[config.mk]
export PLATFORM = sky130hd
export DESIGN_NAME = base32_text_decoder
export DESIGN_NICKNAME = d
export VERILOG_FILES = /design/src/hdl/b32td_pkg.sv /design/src/hdl/base32_text_decoder.sv
export VERILOG_INCLUDE_DIRS = /design/src /design/src/hdl
export SDC_FILE = /design/constraint.sdc
export NUM_CORES = 1
export LEC_CHECK = 0
export ABC_CLOCK_PERIOD_IN_PS = 7880
export BUFFER_PORTS_ARGS = -buffer_cell sky130_fd_sc_hd__buf_2
export CAP_MARGIN = 10
export CELL_PAD_IN_SITES_DETAIL_PLACEMENT = 1
export CELL_PAD_IN_SITES_GLOBAL_PLACEMENT = 1
export CORE_UTILIZATION = 48
export DETAILED_ROUTE_END_ITERATION = 10
export HOLD_SLACK_MARGIN = 0.12
export PLACE_DENSITY_LB_ADDON = 0.1
export SLEW_MARGIN = 20
export SYNTH_ARGS = -nofsm -noshare
export SYNTH_HDL_FRONTEND = slang
export SYNTH_SLANG_ARGS = --single-unit
[constraint.sdc]
create_clock -name i_clk -period 7.88 [get_ports i_clk]
set_input_delay 0.788 -clock i_clk [delete_from_list [all_inputs] [get_ports i_clk]]
set_output_delay 0.788 -clock i_clk [all_outputs]
set_load 0.05 [all_outputs]
[src/hdl/base32_text_decoder_defines.svh]
// Assertion macros shared by the Base32 text decoder RTL.
// Each macro expects i_clk and i_rst_n to be visible where it is used.
`ifndef BASE32_TEXT_DECODER_DEFINES_SVH
`define BASE32_TEXT_DECODER_DEFINES_SVH

// Check cons in the cycle after ante holds.
`define B32TD_ASSERT_NEXT(lbl, ante, cons, msg) \
    lbl: assert property (@(posedge i_clk) disable iff (!i_rst_n) (ante) |=> (cons)) \
        else $error(msg);

// Check cons in the same cycle as ante.
`define B32TD_ASSERT_SAME(lbl, ante, cons, msg) \
    lbl: assert property (@(posedge i_clk) disable iff (!i_rst_n) (ante) |-> (cons)) \
        else $error(msg);

`endif

[src/hdl/b32td_pkg.sv]
// Constants, types and the character map of the Base32 text decoder.
// No dependencies; imported by base32_text_decoder.
`default_nettype none

package b32td_pkg;

    typedef logic [1:0] t_kind;

    localparam t_kind KIND_BYTE = 2'd0;
    localparam t_kind KIND_END  = 2'd1;
    localparam t_kind KIND_BAD  = 2'd2;

    localparam int unsigned SYM_W   = 8;
    localparam int unsigned COUNT_W = 9;
    localparam int unsigned STORE_W = 12;
    localparam int unsigned HELD_W  = 3;

    localparam logic [COUNT_W-1:0] CAPACITY_RESET = 9'd256;

    localparam logic [SYM_W-1:0] CH_NUL   = 8'h00;
    localparam logic [SYM_W-1:0] CH_TAB   = 8'h09;
    localparam logic [SYM_W-1:0] CH_LF    = 8'h0A;
    localparam logic [SYM_W-1:0] CH_CR    = 8'h0D;
    localparam logic [SYM_W-1:0] CH_SPACE = 8'h20;
    localparam logic [SYM_W-1:0] CH_DASH  = 8'h2D;
    localparam logic [SYM_W-1:0] CH_ZERO  = 8'h30;
    localparam logic [SYM_W-1:0] CH_ONE   = 8'h31;
    localparam logic [SYM_W-1:0] CH_TWO   = 8'h32;
    localparam logic [SYM_W-1:0] CH_SEVEN = 8'h37;
    localparam logic [SYM_W-1:0] CH_EIGHT = 8'h38;
    localparam logic [SYM_W-1:0] CH_UB    = 8'h42;
    localparam logic [SYM_W-1:0] CH_UL    = 8'h4C;
    localparam logic [SYM_W-1:0] CH_UO    = 8'h4F;
    localparam logic [SYM_W-1:0] CH_LA    = 8'h61;
    localparam logic [SYM_W-1:0] CH_LZ    = 8'h7A;
    localparam logic [SYM_W-1:0] CASE_BIT = 8'h20;
    localparam logic [SYM_W-1:0] DIGIT_BIAS = 8'd24;

    // Return {valid, value} for one character.
    function automatic logic [5:0] b32td_digit(input logic [SYM_W-1:0] c);
        logic [SYM_W-1:0] m;
        logic [SYM_W-1:0] low;
        logic [SYM_W-1:0] diff;
        m = c;
        if (c == CH_ZERO) begin
            m = CH_UO;
        end else if (c == CH_ONE) begin
            m = CH_UL;
        end else if (c == CH_EIGHT) begin
            m = CH_UB;
        end
        low  = m | CASE_BIT;
        diff = m - DIGIT_BIAS;
        if (low >= CH_LA && low <= CH_LZ) begin
            return {1'b1, m[4:0] - 5'd1};
        end else if (m >= CH_TWO && m <= CH_SEVEN) begin
            return {1'b1, diff[4:0]};
        end
        return 6'd0;
    endfunction

endpackage

`default_nettype wire

[src/hdl/base32_text_decoder.sv]
// Base32 text decoder: one character in, at most one result out.
// Usage:
//   Input channel (i_valid/o_stall, i_symbol) takes one character per item.
//   Space, tab, CR, LF and dash produce no result. Letters, 2-7 and the
//   look-alike digits 0, 1, 8 feed 5 bits each; a byte item leaves whenever
//   8 bits are held. Any other nonzero character gives one invalid item and
//   mutes the string. A zero character gives an end item with the count and
//   clears the string state. Muted or at capacity, other input is dropped.
//   Output channel (o_valid/i_stall) carries kind, data byte and count.
//   Config channel (i_cfg_valid/o_cfg_ready) writes capacity, always ready;
//   write it only while the block is idle.
// Timing: o_valid rises after the input register and then the result
//   register; throughput one item per cycle while i_stall is low, set by
//   the state update between the two registers.
// Reset: synchronous, active low; clears both stages and string state and
//   sets capacity to 256.
// Stall: while a result is held under i_stall, the input register holds and
//   o_stall rises once it is full; no item is lost or repeated.
// Depends on b32td_pkg and base32_text_decoder_defines.svh.
`default_nettype none

`include "base32_text_decoder_defines.svh"

module base32_text_decoder (
    input  wire logic                          i_clk,
    input  wire logic                          i_rst_n,
    input  wire logic                          i_valid,
    output logic                               o_stall,
    input  wire logic [b32td_pkg::SYM_W-1:0]   i_symbol,
    output logic                               o_valid,
    input  wire logic                          i_stall,
    output b32td_pkg::t_kind                   o_kind,
    output logic [7:0]                         o_data_byte,
    output logic [b32td_pkg::COUNT_W-1:0]      o_byte_count,
    input  wire logic                          i_cfg_valid,
    output logic                               o_cfg_ready,
    input  wire logic [b32td_pkg::COUNT_W-1:0] i_cfg_capacity
);
    import b32td_pkg::*;

    logic                 r_in_valid;
    logic [SYM_W-1:0]     r_sym;
    logic [COUNT_W-1:0]   r_capacity;
    logic [STORE_W-1:0]   r_bit_store, n_bit_store;
    logic [HELD_W-1:0]    r_bits_held, n_bits_held;
    logic [COUNT_W-1:0]   r_produced, n_produced;
    logic                 r_discarding, n_discarding;
    logic                 r_out_valid, n_out_valid;
    t_kind                r_kind, n_kind;
    logic [7:0]           r_data, n_data;
    logic [COUNT_W-1:0]   r_count, n_count;

    logic                 adv;
    logic                 in_acc;
    logic                 work;
    logic [5:0]           dig;
    logic [STORE_W-1:0]   shifted;
    logic [HELD_W:0]      sum;
    logic [HELD_W:0]      sh;
    logic [STORE_W-1:0]   aligned;
    logic                 skip;

    assign adv         = !(r_out_valid && i_stall);
    assign o_stall     = r_in_valid && !adv;
    assign in_acc      = i_valid && !o_stall;
    assign work        = r_in_valid && adv;
    assign o_cfg_ready = 1'b1;

    assign dig     = b32td_digit(r_sym);
    assign shifted = {r_bit_store[STORE_W-6:0], dig[4:0]};
    assign sum     = {1'b0, r_bits_held} + 4'd5;
    assign sh      = sum - 4'd8;
    assign aligned = shifted >> sh;
    assign skip    = r_sym == CH_SPACE || r_sym == CH_TAB || r_sym == CH_CR
                  || r_sym == CH_LF || r_sym == CH_DASH;

    always_comb begin
        n_bit_store  = r_bit_store;
        n_bits_held  = r_bits_held;
        n_produced   = r_produced;
        n_discarding = r_discarding;
        n_out_valid  = 1'b0;
        n_kind       = KIND_BYTE;
        n_data       = 8'd0;
        n_count      = r_produced;
        if (r_sym == CH_NUL) begin
            n_out_valid  = 1'b1;
            n_kind       = KIND_END;
            n_bit_store  = '0;
            n_bits_held  = '0;
            n_produced   = '0;
            n_discarding = 1'b0;
        end else if (r_discarding || r_produced >= r_capacity || skip) begin
            n_out_valid = 1'b0;
        end else if (!dig[5]) begin
            n_discarding = 1'b1;
            n_out_valid  = 1'b1;
            n_kind       = KIND_BAD;
        end else begin
            n_bit_store = shifted;
            if (sum[HELD_W]) begin
                n_bits_held = sh[HELD_W-1:0];
                n_produced  = r_produced + 9'd1;
                n_out_valid = 1'b1;
                n_data      = aligned[7:0];
                n_count     = r_produced + 9'd1;
            end else begin
                n_bits_held = sum[HELD_W-1:0];
            end
        end
    end

    always_ff @(posedge i_clk) begin
        if (!i_rst_n) begin
            r_in_valid   <= 1'b0;
            r_capacity   <= CAPACITY_RESET;
            r_bit_store  <= '0;
            r_bits_held  <= '0;
            r_produced   <= '0;
            r_discarding <= 1'b0;
            r_out_valid  <= 1'b0;
        end else begin
            if (i_cfg_valid && o_cfg_ready) begin
                r_capacity <= i_cfg_capacity;
            end
            if (in_acc) begin
                r_in_valid <= 1'b1;
            end else if (adv) begin
                r_in_valid <= 1'b0;
            end
            if (work) begin
                r_bit_store  <= n_bit_store;
                r_bits_held  <= n_bits_held;
                r_produced   <= n_produced;
                r_discarding <= n_discarding;
            end
            if (adv) begin
                r_out_valid <= work && n_out_valid;
            end
        end
    end

    always_ff @(posedge i_clk) begin
        if (in_acc) begin
            r_sym <= i_symbol;
        end
        if (adv) begin
            r_kind  <= n_kind;
            r_data  <= n_data;
            r_count <= n_count;
        end
    end

    assign o_valid      = r_out_valid;
    assign o_kind       = r_kind;
    assign o_data_byte  = r_data;
    assign o_byte_count = r_count;

    `B32TD_ASSERT_NEXT(a_end_clears, work && r_sym == CH_NUL,
        r_produced == '0 && r_bits_held == '0 && !r_discarding,
        "terminator did not clear string state")
    `B32TD_ASSERT_SAME(a_byte_count, o_valid && o_kind == KIND_BYTE,
        o_byte_count != '0, "byte item with zero count")
    `B32TD_ASSERT_SAME(a_data_zero, o_valid && o_kind != KIND_BYTE,
        o_data_byte == 8'd0, "nonzero data on non-byte item")
    `B32TD_ASSERT_NEXT(a_in_hold, r_in_valid && !adv,
        r_in_valid && $stable(r_sym), "input register lost item under stall")

endmodule

`default_nettype wire

* After elaboration in Yosys (flattened, before gate mapping)
Cells that the tools add are included.
Word-level totals: register bits after elaboration 58, output and inout port bits 22, logic and storage cells 88
Cells by class: $add $sub $neg 5, $lt $le $gt $ge 5, equal/unequal tests 11, shift operators 1, muxes and demuxes 31, bitwise gates (word level) 2, reduce and logical (&&, ||, !) cells 21
Operators by type and width (count):
- $mux 9 | 5
- $eq 8x6->1 const B | 5
- $eq 8x4->1 const B | 3
- $mux 8 | 3
- $mux 7 | 3
- $mux 6 | 3
- $mux 1 | 12
- $mux 3 | 4
- $shr 12x4->8 | 1
- $add 9x1->9 const B | 1
- $ge 9x9->1 | 1
- $ge 8x6->1 const B | 1
- $ge 8x7->1 const B | 1
- $le 8x6->1 const B | 1
- $le 8x7->1 const B | 1
- $logic_not 8->1 | 1
- $logic_and 1x1->1 | 7
- $logic_or 1x1->1 | 6
- $reduce_and 3->1 | 2
- $sub 5x1->5 const B | 1
- $sub 5x5->5 const B | 1
- $add 3x3->4 const B | 1
- $ne 2x2->1 const B | 2
- $reduce_or 4->1 | 1
- other kinds (7) | 9

* Depth between registers and ports, before layout
Gate-level depths: netlist of the first run.
depth in word-level cells 13, mapped depth 13, gate-level depth less buffers 12

* Worst setup path before layout of the first run
OpenSTA, ideal clock, no wires.
path kind reg-to-reg, start register r_sym[7], end register r_count[3] (netlist: o_byte_count[3]) (data pin), data arrival time 3.128 ns, slack 4.491 ns, cell stages (with the launch flop) 13, path buffers 1, period minus slack after synthesis 3.389 ns, cells stage by stage edfxtp_1 nand4bb_1 nor2_1 nand3_1 o21ai_0 ha_1 or4b_4 a211o_4 a221oi_4 and2_1 buf_2 nand4_1 xnor2_1
Between the ends: cells in the longest elaborated chain, start to end 12, elaborated cells between the ends (all ways) 30
RTL lines:
- start, declared | RTL line base32_text_decoder.sv:42 | logic [SYM_W-1:0] r_sym;
- start signal, assigned | RTL line base32_text_decoder.sv:145 | r_sym <= i_symbol;
- $eq 8x6->1 | RTL line b32td_pkg.sv:49 | end else if (c == CH_EIGHT) begin
- $mux 8 | RTL line b32td_pkg.sv:49
- $mux 8 | RTL line b32td_pkg.sv:47 | end else if (c == CH_ONE) begin
- $mux 8 | RTL line b32td_pkg.sv:45 | if (c == CH_ZERO) begin
- $ge 8x6->1 / $le 8x6->1 (equally long branches) | RTL line b32td_pkg.sv:56 | end else if (m >= CH_TWO && m <= CH_SEVEN) begin
- $logic_and 1x1->1 | RTL line b32td_pkg.sv:56
- $mux 1 | RTL line b32td_pkg.sv:56
- $mux 1 | RTL line b32td_pkg.sv:54 | if (low >= CH_LA && low <= CH_LZ) begin
- $mux 6 | RTL line b32td_pkg.sv:59 | return 6'd0;
- $mux 9 | RTL line base32_text_decoder.sv:95 | end else if (!dig[5]) begin
- $mux 9 | RTL line base32_text_decoder.sv:93 | end else if (r_discarding || r_produced >= r_capacity || skip) begin
- $mux 9 (*) | RTL line base32_text_decoder.sv:86 | if (r_sym == CH_NUL) begin
- via n_count[3] | RTL line base32_text_decoder.sv:51 | logic [COUNT_W-1:0] r_count, n_count;
- end signal, assigned | RTL line base32_text_decoder.sv:150 | r_count <= n_count;
- end, declared | RTL line base32_text_decoder.sv:51
Mark *: on every way through the listed nets, which the timed path passes. The rest lies on a longest branch. A chain may end at the register's enable or synchronous reset.

* Worst setup path in the final report of the first run
Same ends and word-level chain as after synthesis.

==> qor.txt, run 1 <==
Run status: finished clean
Antenna diodes: 0
Post-route setup TNS: 0 ns
Slew @ Worst Pin: 0.992 ns
Yosys warning count: 0
Max Slew Vio Count: 0
Detailed-route wire length per cell: 18.2 um
Filler Cells Inserted: 846
RSZ-0062 raised after global routing: no
Flop pwr share: 0.445
Mean post-synth cell area: 9.23 um^2
First-pass GRT wire length: 15400 um
Gr busiest metal: met2
M3 GR Usage: 0.0349
Ys async rst share: 0
Ys flop type: dfxtp_1
Maximum vdd drop: 146 uV
Synth top area cells: edfxtp_1 23%, dfxtp_1 17%, ha_1 4.9%
EDFF count, synth: 27
Distinct cells, synth: 75
H-tree depth: 3
1st-iter DRT viols: 145
Post-route clock skew: 0.0140 ns
Grt met2 use: 0.429
Area of the multi-input gates: 1940 um^2
Final WL: 9330 um
CP endpoint kind: flip-flop
Syn Nets: 421
Placer Congestion: 0.864
Design area: 3990 um^2
P&R area growth vs syn: 12.2%
Combinational power share: 0.142
Fraction of layout cells with a size suffix above 1: 0.182
Hold Path Class: flip-flop to flip-flop
Internal Power: 0.542 mW
Clock period minus worst slack: 4.16 ns
PwrDens: 192 nW/um^2
Post-route ant nets: 0
Starting Density: 0.509
Die Y: 88.0 um
Tcrit/Tclk final: 0.528
Critical Path RT: 7.98 ns
GRT Util Overall: 0.263
TritonRoute pass-1 iters: 4
Count of input and output buffers: 42
Worst Path Arrival: 4.26 ns
GRT overflow: 0
Top-level I/O count: 44
Largest net degree at the start of global routing: 23
Most common cell after layout, fill and taps aside: buf_2
Register area share after synthesis: 0.403
Dpl ws: 3.76 ns
Total die area: 7750 um^2
Max Fanout on Critical Path: 16
Via density: 5.93
Mapped Cells: 385
Rows: 30
Slowest Stage Delay on Critical Path: 0.61 ns
Fmax: 240 MHz
Most frequent cells in the layout: 42 x buf_2, 34 x nand2_1, 33 x nor2_1
CTS tree: yes
Die width: 88.0 um
Via count of the first global-routing pass: 2966
Met1 Track Usage GR: 0.360
DRC errors left: 0
Max-cap violations: 0
CTS hold repair buffers: 0
Layout Nets: 448
Final Hold Viols: 0
Largest area contributor in the netlist: edfxtp_1
Placed Instance Area: 3760 um^2
Static leakage: 1.59 nW
Later-pin clock latency in the skew report: 0.35 ns
# Post-CTS Setup Buffers: 0
CTS max path bufs: 2
Yosys top cell area share: 0.228
Clock net sink count: 58
Register bit total from synthesis: 58
Critical path class: flip-flop to flip-flop
Type of origin of the critical path: flip-flop
Synth Cell Area: 3550 um^2
Switching Share: 0.293
Post-CTS Resized: 0
Via Count: 3044
Worst-path cell chain: nand4bb_1 > nor2_1 > nand3_1 > o21ai_0 > ha_1 > or4b_4 > a211o_4 > a221oi_4 > and2_1 > nand4_1 > xnor2_1
Slowest cell on crit path: a221oi_4
Storage cell area: 1430 um^2
Slew HR: 0.337
Root buf cell: clkbuf_8
Clock slew at reported path FFs: 0.08 ns
Detail Placement HPWL: 6680 um
Num CTS Buffers: 9
Switching pwr: 0.224 mW
Core footprint: 6980 um^2
Initial antenna violation count: 0
Clock power frac: 0.413
Final setup viols: 0
Final worst setup slack: 3.72 ns
==> power by group through the flow <==
stage / combinational, mW / sequential, mW / clock (mW)
floorplan: 0.0706 / 0.358 / 0
global placement: 0.105 / 0.347 / 0
detailed placement: 0.108 / 0.348 / 0
CTS: 0.109 / 0.341 / 0.321
global route: 0.119 / 0.344 / 0.336
finish: 0.109 / 0.341 / 0.316
==> state kept, by name, indices dropped and copies added, names as in the netlist <==
signal / count
o_byte_count: 9
o_data_byte: 8
o_kind: 2
o_valid: 1
r_bit_store: 7
r_bits_held: 3
r_capacity: 9
r_discarding: 1
r_in_valid: 1
r_produced: 9
r_sym: 8
==> layout make-up <==
cell class / instances / share of cell area
flip-flops and latches: 58 / 0.359
multi-input cells: 286 / 0.487
well taps: 96 / 0.0301
inverters: 15 / 0.0141
clock buffers: 9 / 0.0311
repair buffers: 42 / 0.0527
clock inverters: 7 / 0.0254
==> worst max-delay path, delay by kind of cell (launching register included) <==
family	cells	cell delay [ns]
DFF	1	0.51
and+or+nand+nor	6	1.83
AOI/OAI and AO/OA	3	1.20
xor gates and xnor gates	1	0.17
adders and majority gates	1	0.22
==> layer usage <==
layer,part of all wire,vias up
met2,0.48,57
li1,-,1473
met3,0.027,10
met4,0.014,0
met1,0.48,1504
met5,0,-
==> stage by stage <==
step	hold slack (ns)	total power, mW	utilization	cells
after floorplan	0.442	0.428	-	385
after global placement	0.474	0.452	0.539	497
after detailed placement	0.482	0.456	0.539	497
after CTS	0.503	0.771	0.571	513
after global routing	0.522	0.798	0.571	513
final	0.496	0.767	0.571	513
==> kinds of logic after synthesis <==
family | Yosys count | synth area share
multiplexers | 19 | 0.0581
other | 1 | 0.00106
AO/OA/AOI/OAI | 97 | 0.196
buffers and inverters | 41 | 0.0504
AND/OR/NAND/NOR | 142 | 0.210
flip-flops | 58 | 0.403
adder cells (fa/ha/maj) | 14 | 0.0493
XOR/XNOR | 13 | 0.0321
==> cell usage after synthesis (all sizes together), types with 3 or more instances <==
library cell,instances
ha,14
or4b,3
mux2,3
o211ai,4
inv,13
nor2,33
nand3,14
a31oi,6
nand2,35
nor3,6
a22o,3
nor2b,4
o21ai,20
dfxtp,31
xor2,3
nand4,4
nand2b,6
a211oi,5
mux2i,15
clkbuf,17
or2,3
or3,9
edfxtp,27
buf,9
a211o,3
and2,4
and3,10
xnor2,10
a21o,4
a21oi,24
==> worst paths after layout <==
path,depth (start not counted),endpoint,from,slack [ns]
max reg2reg,11,o_byte_count[3]$_DFFE_PN_,r_sym[7]$_DFFE_PP_,3.72
max,11,o_byte_count[3]$_DFFE_PN_,r_sym[7]$_DFFE_PP_,3.72
min reg2reg,2,r_capacity[4]$_SDFFE_PN0P_,r_capacity[4]$_SDFFE_PN0P_,0.50
min,2,r_capacity[4]$_SDFFE_PN0P_,r_capacity[4]$_SDFFE_PN0P_,0.50
Power figures use the tool's default switching activity.
==> run 2: changes to the inputs <==
- ABC_CLOCK_PERIOD_IN_PS: 7880 -> 3700
- CORE_UTILIZATION: 48 -> 40
- clock period: 7.88 -> 3.7 ns (I/O delays scaled with it)
==> run 2 against run 1 <==
- global-route usage down 4.3 points
- critical path depth unchanged
- wire length up 1.5%
- via count up 0.82%
- cell area up 3.4%
- utilization down 9.6 points
- count of clock-buffer cells in the layout up 3
- clock skew down 0.0029 ns
- critical endpoint is now o_data_byte[0]$_SDFFCE_PP0N_
- clock power up 80%
- first-iteration DRC count down 34%
- sequential share of layout area down 1.2 points
==> qor.txt, run 2 (synthesis gave the netlist of run 1 again) <==
Run status: finished clean
Post-route ant nets: 0 (unchanged)
DRC errors left: 0 (unchanged)
Total die area: 9260 um^2 (+20%)
CTS tree: yes
Largest net degree at the start of global routing: 23 (unchanged)
Final Hold Viols: 0 (unchanged)
Antenna diodes: 0 (unchanged)
Combinational power share: 0.167 (+0.025)
Worst-path cell chain: nand4bb_1 > buf_4 > nor3_1 > xnor2_1 > inv_1 > ha_1 > o32a_1 > o21a_1 > o22a_1 > mux4_2 > a31o_2
Post-route setup TNS: 0 ns (unchanged)
Internal Power: 1.09 mW (+100%)
Max Slew Vio Count: 0 (unchanged)
Root buf cell: clkbuf_8
Fraction of layout cells with a size suffix above 1: 0.221 (+0.0384)
Clock power frac: 0.368 (-0.045)
R2r endpoint: o_data_byte[0]$_SDFFCE_PP0N_
Starting Density: 0.409 (-0.0995)
First-pass GRT wire length: 15500 um (+0.72%)
Critical path class: flip-flop to flip-flop
RR Startpoint: r_sym[6]$_DFFE_PP_
Num CTS Buffers: 9 (unchanged)
Filler Cells Inserted: 1044 (+23%)
CP endpoint kind: flip-flop
Top delay family on crit path: compound AO/OA/AOI/OAI gates
Overall power: 1.54 mW (+100%)
TritonRoute pass-1 iters: 4 (unchanged)
Slew @ Worst Pin: 0.783 ns (-0.209 ns)
Hold path startpoint: i_symbol[2]
Clock period minus worst slack: 3.52 ns (-0.641 ns)
Rows: 34 (+13%)
Via Count: 3069 (+0.82%)
Tcrit/Tclk final: 0.951 (+0.423)
Hold Path Class: primary input to flip-flop
P&R area growth vs syn: 16.0%
Type of origin of the critical path: flip-flop
Storage cell area: 1430 um^2 (unchanged)
Slowest cell on crit path: mux4_2
Reg-to-reg slack, setup: 0.18 ns (-3.54 ns)
GRT overflow: 0 (unchanged)
Static leakage: 1.67 nW (+5.0%)
Via density: 5.65 (-4.7%)
Slew HR: 0.474 (+0.137)
Final WL: 9480 um (+1.5%)
Worst path depth: 11 (unchanged)
Post-route clock skew: 0.0111 ns (-0.00295 ns)
Critical Path RT: 3.80 ns (-4.18 ns)
Later-pin clock latency in the skew report: 0.35 ns (about the same)
GRT Util Overall: 0.221 (-0.0427)
1st-iter DRT viols: 95 (-34%)
Via count of the first global-routing pass: 3016 (+1.7%)
Flop pwr share: 0.464 (+0.019)
Switching Share: 0.296 (+0.00395)
Worst Path Arrival: 3.62 ns (-0.64 ns)
CP bufs+invs: 2 (+2)
Clock slew at reported path FFs: 0.07 ns (about the same)
Initial antenna violation count: 0 (unchanged)
Placer Congestion: 0.838 (-3.0%)
Fmax: 284 MHz (+18%)
Detailed-route wire length per cell: 17.5 um (-4.1%)
Critical Path Source: r_sym[6]$_DFFE_PP_
Layout Nets: 466 (+4.0%)
Top-level I/O count: 44 (unchanged)
RSZ-0062 raised after global routing: no
Area of the multi-input gates: 1960 um^2 (+0.77%)
Hold_ws: 0.204 ns (-0.292 ns)
Clock net sink count: 58 (unchanged)
CTS max path bufs: 2 (unchanged)
Final setup viols: 0 (unchanged)
Most frequent cells in the layout: 42 x buf_2, 34 x nand2_1, 32 x nor2_1
Final core occ: 0.475 (-0.0962)
Max Fanout on Critical Path: 6 (-10)
Most common cell after layout, fill and taps aside: buf_2
Max-cap violations: 0 (unchanged)
H-tree depth: 3 (unchanged)
R2r worst-path depth: 11 (unchanged)
Maximum vdd drop: 159 uV (+8.9%)
Worst Setup EP: o_data_byte[0]$_SDFFCE_PP0N_
Count of input and output buffers: 42 (unchanged)
Detail Placement HPWL: 6860 um (+2.7%)
Switching pwr: 0.457 mW (+100%)
Slowest Stage Delay on Critical Path: 0.50 ns (-0.11 ns)
Core footprint: 8680 um^2 (+24%)
Die width: 96.2 um (+9.3%)
PwrDens: 375 nW/um^2 (+95%)
Die Y: 96.2 um (+9.3%)
[run 2: layout make-up]
type | instances | area share
well taps | 108 | 0.0328
flip-flops and latches | 58 | 0.348
repair buffers | 60 | 0.0848
clock inverters | 4 | 0.00577
inverters | 15 | 0.0137
clock buffers | 12 | 0.0404
multi-input cells | 286 | 0.475
[run 2: repair_timing]
| item | CTS | global route |
|---|---|---|
| endpoints found under the setup margin | 0 | 11 |
| buffers inserted | 0 | 3 |
| resized for setup | 0 | 5 |
| hold buffers | 0 | 0 |
[run 2: power by group through the flow]
stage	clock, mW	sequential (mW)	combinational [mW]
3_3_place_gp	0	0.729	0.250
4_1_cts	0.582	0.716	0.253
2_1_floorplan	0	0.762	0.150
5_1_grt	0.613	0.720	0.282
3_5_place_dp	0	0.730	0.251
6_report	0.569	0.716	0.258
[run 2: metal layers]
layer | part of all wire | GRT usage | vias to the layer above
li1 | - | - | 1506
met1 | 0.50 | 0.304 | 1505
met2 | 0.46 | 0.341 | 50
met3 | 0.028 | 0.0474 | 8
met4 | 0.0090 | 0.0734 | 0
met5 | 0 | 0 | -
[run 2: metrics by stage]
step / instances / cell area, um^2 / setup WS, ns
after floorplan: 385 / 3550 / 0.311
after global routing: 543 / 4120 / 0.0104
after global placement: 524 / 3890 / 0.225
after CTS: 540 / 4080 / 0.0782
final: 543 / 4120 / 0.182
after detailed placement: 524 / 3890 / 0.103
[run 2: worst min-delay path by stage]
| stage | end | cells past startpoint |
|---|---|---|
| global route | r_sym[0]$_DFFE_PP_ | 1 |
| finish | r_sym[2]$_DFFE_PP_ | 1 |
| CTS | r_sym[0]$_DFFE_PP_ | 1 |
| floorplan | r_bit_store[4]$_SDFFE_PN0P_ | 2 |
| detailed placement | r_capacity[8]$_SDFFE_PN1P_ | 2 |
| global placement | r_capacity[3]$_SDFFE_PN0P_ | 2 |
